--- src/hdl/spq_pkg.sv ---
// Shared types and constants of the stable priority queue.
`timescale 1ns / 1ps
`default_nettype none
package spq_pkg;

  localparam int QUEUE_DEPTH = 16;
  localparam int DATA_W      = 8;
  localparam int PRIO_W      = 4;
  localparam int OCC_W       = 5;

  localparam logic [PRIO_W-1:0] PRIO_MIN = PRIO_W'(1);
  localparam logic [PRIO_W-1:0] PRIO_MAX = PRIO_W'(9);

  typedef enum logic {
    CMD_INSERT = 1'b0,
    CMD_REMOVE = 1'b1
  } cmd_t;

  typedef enum logic [1:0] {
    STATUS_OK    = 2'd0,
    STATUS_EMPTY = 2'd1,
    STATUS_FULL  = 2'd2
  } status_t;

  // One queue slot as it moves along the row.
  typedef struct packed {
    logic              valid;
    logic [DATA_W-1:0] data;
    logic [PRIO_W-1:0] prio;
  } entry_t;

  // Operation broadcast to every slot in the cycle a beat is accepted.
  typedef struct packed {
    logic              insert;
    logic              remove;
    logic [DATA_W-1:0] data;
    logic [PRIO_W-1:0] prio;
  } op_t;

endpackage
`default_nettype wire

--- src/hdl/spq_req_if.sv ---
// Request channel: one queue command per beat.
`timescale 1ns / 1ps
`default_nettype none
interface spq_req_if;
  import spq_pkg::*;

  logic              valid;
  logic              ready;
  logic              cmd;
  logic [DATA_W-1:0] item_data;
  logic [PRIO_W-1:0] item_priority;

  modport source (output valid, cmd, item_data, item_priority, input ready);
  modport sink   (input valid, cmd, item_data, item_priority, output ready);
endinterface
`default_nettype wire

--- src/hdl/spq_rsp_if.sv ---
// Response channel: one result per command beat.
`timescale 1ns / 1ps
`default_nettype none
interface spq_rsp_if;
  import spq_pkg::*;

  logic              valid;
  logic              ready;
  logic              out_valid;
  logic [DATA_W-1:0] out_data;
  logic [PRIO_W-1:0] out_priority;
  logic [1:0]        status;
  logic [OCC_W-1:0]  occupancy;

  modport source (output valid, out_valid, out_data, out_priority, status, occupancy,
                  input ready);
  modport sink   (input valid, out_valid, out_data, out_priority, status, occupancy,
                  output ready);
endinterface
`default_nettype wire

--- src/hdl/spq_slot.sv ---
// One slot of the sorted row: holds, takes the new item, or shifts from a neighbor.
`timescale 1ns / 1ps
`default_nettype none
module spq_slot
  import spq_pkg::*;
(
  input  wire logic   clk,
  input  wire logic   rst,
  input  wire op_t    op,
  input  wire entry_t left,
  input  wire logic   left_keep,
  input  wire entry_t right,
  output entry_t      slot,
  output logic        keep
);

  entry_t slot_next;

  // A slot keeps its item on insert when it outranks or ties the new one,
  // so equal priorities stay first in, first out.
  assign keep = slot.valid && (slot.prio >= op.prio);

  always_comb begin
    slot_next = slot;
    if (op.insert) begin
      if (keep) begin
        slot_next = slot;
      end else if (left_keep) begin
        slot_next.valid = 1'b1;
        slot_next.data  = op.data;
        slot_next.prio  = op.prio;
      end else begin
        slot_next = left;
      end
    end else if (op.remove) begin
      slot_next = right;
    end
  end

  // Only the valid bit needs a reset; payload of an empty slot is never shown.
  always_ff @(posedge clk) begin
    if (rst) begin
      slot.valid <= 1'b0;
    end else begin
      slot.valid <= slot_next.valid;
    end
    slot.data <= slot_next.data;
    slot.prio <= slot_next.prio;
  end

endmodule
`default_nettype wire

--- src/hdl/stable_priority_queue.sv ---
// Stable priority queue built as a row of shifting slots.
//
// The req channel carries one command per beat: insert (item_data with
// item_priority) or remove. The rsp channel returns exactly one result beat
// per command, in order: the removed item on a successful remove, a status
// code, and the occupancy after the command.
//
// Every slot compares its priority with the new one at the same time and
// either holds, takes the new item or copies its neighbor, so each command
// finishes in the cycle it is accepted. The result is registered and shows
// on rsp in the cycle after acceptance. A new command is taken every cycle as
// long as the result register is empty or being drained in that cycle.
//
// Reset empties the queue and drops any pending result; no clearing pass
// is needed. When the receiver stalls, the result register holds its beat
// and req.ready falls until it is taken.
`timescale 1ns / 1ps
`default_nettype none
module stable_priority_queue
  import spq_pkg::*;
(
  input  wire logic clk,
  input  wire logic rst,
  spq_req_if.sink   req,
  spq_rsp_if.source rsp
);

  localparam logic [OCC_W-1:0] OCC_ONE = OCC_W'(1);

  entry_t            slots [QUEUE_DEPTH];
  logic              keeps [QUEUE_DEPTH];
  op_t               op;
  logic              accept;
  logic              full;
  logic              empty;
  logic [PRIO_W-1:0] prio_clamped;
  logic [OCC_W-1:0]  count;
  logic [OCC_W-1:0]  count_next;

  assign req.ready = !rsp.valid || rsp.ready;
  assign accept    = req.valid && req.ready;
  assign full      = slots[QUEUE_DEPTH-1].valid;
  assign empty     = !slots[0].valid;

  always_comb begin
    if (req.item_priority < PRIO_MIN) begin
      prio_clamped = PRIO_MIN;
    end else if (req.item_priority > PRIO_MAX) begin
      prio_clamped = PRIO_MAX;
    end else begin
      prio_clamped = req.item_priority;
    end
  end

  always_comb begin
    op.insert = accept && (req.cmd == CMD_INSERT) && !full;
    op.remove = accept && (req.cmd == CMD_REMOVE) && !empty;
    op.data   = req.item_data;
    op.prio   = prio_clamped;
  end

  for (genvar i = 0; i < QUEUE_DEPTH; i++) begin : g_row
    entry_t left_entry;
    entry_t right_entry;
    logic   left_keep;

    if (i == 0) begin : g_head
      assign left_entry = '0;
      assign left_keep  = 1'b1;
    end else begin : g_body
      assign left_entry = slots[i-1];
      assign left_keep  = keeps[i-1];
    end

    if (i == QUEUE_DEPTH - 1) begin : g_tail
      assign right_entry = '0;
    end else begin : g_inner
      assign right_entry = slots[i+1];
    end

    spq_slot u_slot (
      .clk       (clk),
      .rst       (rst),
      .op        (op),
      .left      (left_entry),
      .left_keep (left_keep),
      .right     (right_entry),
      .slot      (slots[i]),
      .keep      (keeps[i])
    );
  end

  always_comb begin
    count_next = count;
    if (op.insert) begin
      count_next = count + OCC_ONE;
    end else if (op.remove) begin
      count_next = count - OCC_ONE;
    end
  end

  always_ff @(posedge clk) begin
    if (rst) begin
      count     <= '0;
      rsp.valid <= 1'b0;
    end else begin
      count <= count_next;
      if (accept) begin
        rsp.valid <= 1'b1;
      end else if (rsp.ready) begin
        rsp.valid <= 1'b0;
      end
    end
  end

  always_ff @(posedge clk) begin
    if (accept) begin
      rsp.out_valid    <= op.remove;
      rsp.out_data     <= op.remove ? slots[0].data : '0;
      rsp.out_priority <= op.remove ? slots[0].prio : '0;
      rsp.occupancy    <= count_next;
      if ((req.cmd == CMD_REMOVE) && empty) begin
        rsp.status <= STATUS_EMPTY;
      end else if ((req.cmd == CMD_INSERT) && full) begin
        rsp.status <= STATUS_FULL;
      end else begin
        rsp.status <= STATUS_OK;
      end
    end
  end

endmodule
`default_nettype wire

--- src/flat_wrapper.sv ---
// flat-port wrapper written by rule: the top's interface ports become plain ports
module stable_priority_queue_flat import spq_pkg::*;
  (clk, rst, req_valid, req_cmd, req_item_data, req_item_priority, req_ready, rsp_valid, rsp_out_valid, rsp_out_data, rsp_out_priority, rsp_status, rsp_occupancy, rsp_ready);
  spq_req_if req_i ();
  spq_rsp_if rsp_i ();
  input  wire logic clk;
  input  wire logic rst;
  input wire logic [$bits(req_i.valid)-1:0] req_valid;
  input wire logic [$bits(req_i.cmd)-1:0] req_cmd;
  input wire logic [$bits(req_i.item_data)-1:0] req_item_data;
  input wire logic [$bits(req_i.item_priority)-1:0] req_item_priority;
  output wire logic [$bits(req_i.ready)-1:0] req_ready;
  output wire logic [$bits(rsp_i.valid)-1:0] rsp_valid;
  output wire logic [$bits(rsp_i.out_valid)-1:0] rsp_out_valid;
  output wire logic [$bits(rsp_i.out_data)-1:0] rsp_out_data;
  output wire logic [$bits(rsp_i.out_priority)-1:0] rsp_out_priority;
  output wire logic [$bits(rsp_i.status)-1:0] rsp_status;
  output wire logic [$bits(rsp_i.occupancy)-1:0] rsp_occupancy;
  input wire logic [$bits(rsp_i.ready)-1:0] rsp_ready;
  assign req_i.valid = req_valid;
  assign req_i.cmd = req_cmd;
  assign req_i.item_data = req_item_data;
  assign req_i.item_priority = req_item_priority;
  assign req_ready = req_i.ready;
  assign rsp_valid = rsp_i.valid;
  assign rsp_out_valid = rsp_i.out_valid;
  assign rsp_out_data = rsp_i.out_data;
  assign rsp_out_priority = rsp_i.out_priority;
  assign rsp_status = rsp_i.status;
  assign rsp_occupancy = rsp_i.occupancy;
  assign rsp_i.ready = rsp_ready;
  stable_priority_queue u_core (.clk(clk), .rst(rst), .req(req_i), .rsp(rsp_i));
endmodule
--- config.mk ---
export PLATFORM = sky130hd
export DESIGN_NAME = stable_priority_queue_flat
export DESIGN_NICKNAME = d
export VERILOG_FILES = /design/src/hdl/spq_pkg.sv /design/src/hdl/spq_req_if.sv /design/src/hdl/spq_rsp_if.sv /design/src/hdl/spq_slot.sv /design/src/hdl/stable_priority_queue.sv /design/src/flat_wrapper.sv
export SDC_FILE = /design/constraint.sdc
export NUM_CORES = 1
export LEC_CHECK = 0
export BUFFER_PORTS_ARGS = -buffer_cell sky130_fd_sc_hd__buf_4
export CAP_MARGIN = 20
export CORE_MARGIN = 2
export CORE_UTILIZATION = 50
export DETAILED_ROUTE_END_ITERATION = 12
export PLACE_DENSITY = 0.69
export REMOVE_ABC_BUFFERS = 1
export SYNTH_ARGS = -nofsm -noshare
export SYNTH_HDL_FRONTEND = slang
export SYNTH_SLANG_ARGS = --single-unit
export TNS_END_PERCENT = 20
--- constraint.sdc ---
create_clock -name clk -period 3.7 [get_ports clk]
set_input_delay 0.74 -clock clk [delete_from_list [all_inputs] [get_ports clk]]
set_output_delay 0.74 -clock clk [all_outputs]
set_load 0.01 [all_outputs]
==> reports/results.txt <==
status -> complete, no violations
IO Pins -> 39
count leader, synth -> edfxtp_1
YS warnings -> 0
CP max stage cell -> or3b_2
Cells after Synth -> 1372
drt pass-1 iters -> 7
WL per Instance -> 22.3 um
layout cells sized above 1 -> 13.6%
Rel. slew slack -> 44.8%
Layout Utilization -> 55.9%
number of diodes -> 0
crit path DAT -> 3.35 ns
crit path launch type -> input port
Initial Util -> 50.4%
count of final setup violators -> 0
Yosys top cell by area -> edfxtp_1
IO buf count -> 38
critical path class -> in -> reg
DRT iter0 DRCs -> 1433
crit-path max FO -> 16
EDFF count, synth -> 212
Distinct cells, synth -> 54
Syn Area/Cell -> 10.2 um^2
Top delay family on crit path -> simple AND/OR/NAND/NOR gates
synth cell count leaders -> 212 x edfxtp_1, 140 x o31ai_1, 136 x nor2_1, 128 x nand4_1, 116 x a31oi_1
sequential-to-total area share from yosys stat -> 48.9%
clk_lat worst skew -> 0.54 ns
Total Nets Final -> 1463
Die X-Extent -> 171 um
initial antenna violation count -> 0
sequential share of power -> 46.1%
Overall Global Routing Usage -> 27.4%
Remaining DRCs -> 0
clk slew on worst S/H paths -> 0.06 ns
RSZ-0062 raised after global routing -> no
clock power share -> 35.3%
design internal power -> 5.11 mW
die height -> 171 um
CTS Root Cell -> clkbuf_16
Post-Route WL -> 39700 um
max-cap violations -> 0
setup tns final -> 0 ns
die area -> 29200 um^2
post-DP HPWL -> 27400 um
Final ANT Viol Nets -> 0
post-CTS setup buffers -> 0
switching pwr -> 2.14 mW
P&R area growth vs syn -> 10.9%
TritonCTS buffer count -> 27
Worst EP required -> 4.04 ns
htree depth -> 1
min-delay worst type -> reg -> reg
# clock sinks -> 234
fillers -> 2441
final hold viol count -> 0
Synth Cell Area -> 13900 um^2
top cell type's share of synthesized area -> 45.7%
Top FF cell, synth -> edfxtp_1
Tmin final -> 3.01 ns
CTS tree -> done
DR vias/cell -> 6.55
Comb pwr share -> 18.6%
VDD IR max -> 359 uV
CP endpoint kind -> flop
flops & latches, synth -> 234
grt total ovfl -> 0
Leakage Power -> 5.52 nW
FMAX -> 332 MHz
Switching Fraction -> 29.5%
first-pass GRT wire length -> 62100 um
CTS Buffer Depth -> 3
max-slew violations -> 0
CP Cell Sequence -> buf_4, o21ai_0, or3b_2, ha_1, nor2b_1, o21ai_1, nand3_1, o221ai_1
FP Rows -> 61
crit share post-route -> 81.3%
core area -> 27600 um^2
hold_buf cts -> 0
Final GP Congestion -> 0.884
via count -> 11700
largest net degree at the start of global routing -> 50
worst slew pin tran -> 0.824 ns
Post-CTS Resized -> 0
skew final -> 0.00943 ns
slowest stage delay, CP -> 0.72 ns
number of global-route vias before repair -> 10900
asr flop ratio synth -> 0%
synth top area cells -> edfxtp_1 46%, o31ai_1 7.5%, nand4_1 5.7%
WP buf/inv -> 1
Pwr Density -> 469 nW/um^2
## sequential cells by signal, summed over array words and instances, names as in the netlist
name / count
u_core.rsp.occupancy: 5
u_core.count: 5
u_core.rsp.out_priority: 4
u_core.rsp.valid: 1
u_core.rsp.out_valid: 1
u_core.g_row.u_slot.slot: 208
u_core.rsp.status: 2
u_core.rsp.out_data: 8
## final cells by class
| cell class | count | area [um^2] | area share [%] |
|---|---|---|---|
| clock buffers | 36 | 759 | 4.92 |
| clock inverters | 13 | 91.3 | 0.591 |
| inverters | 80 | 305 | 1.98 |
| multi-input cells | 941 | 6240 | 40.4 |
| flip-flops and latches | 234 | 6810 | 44.1 |
| well taps | 378 | 473 | 3.06 |
| repair buffers | 100 | 776 | 5.02 |
## layer usage
metal  GRT usage (%)  part of all wire [%]
met2            41.6                    44
met4            13.8                   5.4
met1            38.9                    42
met5               0                     0
met3            3.33                   8.7
## power by group through the flow
stage	clock network [mW]	logic (mW)	registers (mW)
after global routing	2.68	1.49	3.36
after detailed placement	0	1.32	3.39
after CTS	2.58	1.32	3.33
final	2.56	1.35	3.34
after floorplan	0	0.908	3.32
after global placement	0	1.28	3.38
## placed cells by master (no fill, tap or decap), types with 27 or more instances in the layout
| cell type | Yosys | routed |
|---|---|---|
| nand2_1 | 100 | 100 |
| buf_4 | 4 | 98 |
| clkbuf_16 | 0 | 27 |
| o221ai_1 | 43 | 43 |
| a31oi_1 | 116 | 116 |
| o31ai_1 | 140 | 140 |
| nor2_1 | 136 | 136 |
| nand4_1 | 128 | 128 |
| inv_1 | 75 | 75 |
| edfxtp_1 | 212 | 212 |
| ha_1 | 62 | 62 |
## path summary, 6_finish.rpt
check	from	endpoint	slack [ns]	cells past startpoint
worst max-delay path	req_item_priority[2]	u_core.g_row[7].u_slot.slot[0]$_DFFE_PP_	0.69	8
worst min-delay path	u_core.g_row[14].u_slot.slot[12]$_SDFFE_PP0P_	u_core.g_row[14].u_slot.slot[12]$_SDFFE_PP0P_	0.53	2
worst max register to register	u_core.g_row[15].u_slot.slot[12]$_SDFFE_PP0P_	u_core.g_row[7].u_slot.slot[0]$_DFFE_PP_	1.28	4
worst min register to register	u_core.g_row[14].u_slot.slot[12]$_SDFFE_PP0P_	u_core.g_row[14].u_slot.slot[12]$_SDFFE_PP0P_	0.53	2
## cells by family (layout without fill, tap and decap cells)
group	after synthesis	in the layout	synth area share (%)
AOI/OAI and AO/OA	408	408	21.9
xor gates and xnor gates	3	3	0.189
adders and majority gates	62	62	5.57
buffers and inverters	197	229	6.42
DFF	234	234	48.9
muxes	14	14	1.05
and+or+nand+nor	454	454	16.0
## worst register-to-register path, cell delays in order (launching register included)
cell and delay (ns):
dfxtp_1 0.36, nor2_1 0.22, and3_4 0.64, nand2_1 0.63
o221ai_1 0.39
## metrics by stage
step           setup WS (ns)  power, mW  instances  hold slack [ns]  instance area [um^2]
3_5_place_dp           0.187       4.70       1733            0.523                 14600
2_1_floorplan          -4.60       4.22       1255            0.468                 13300
5_1_grt                0.522       7.53       1782            0.543                 15400
6_report               0.690       7.25       1782            0.530                 15400
3_3_place_gp           0.157       4.66       1733            0.501                 14600
4_1_cts                0.727       7.24       1782            0.531                 15400
Note: power is estimated with default switching activity, not from simulation.
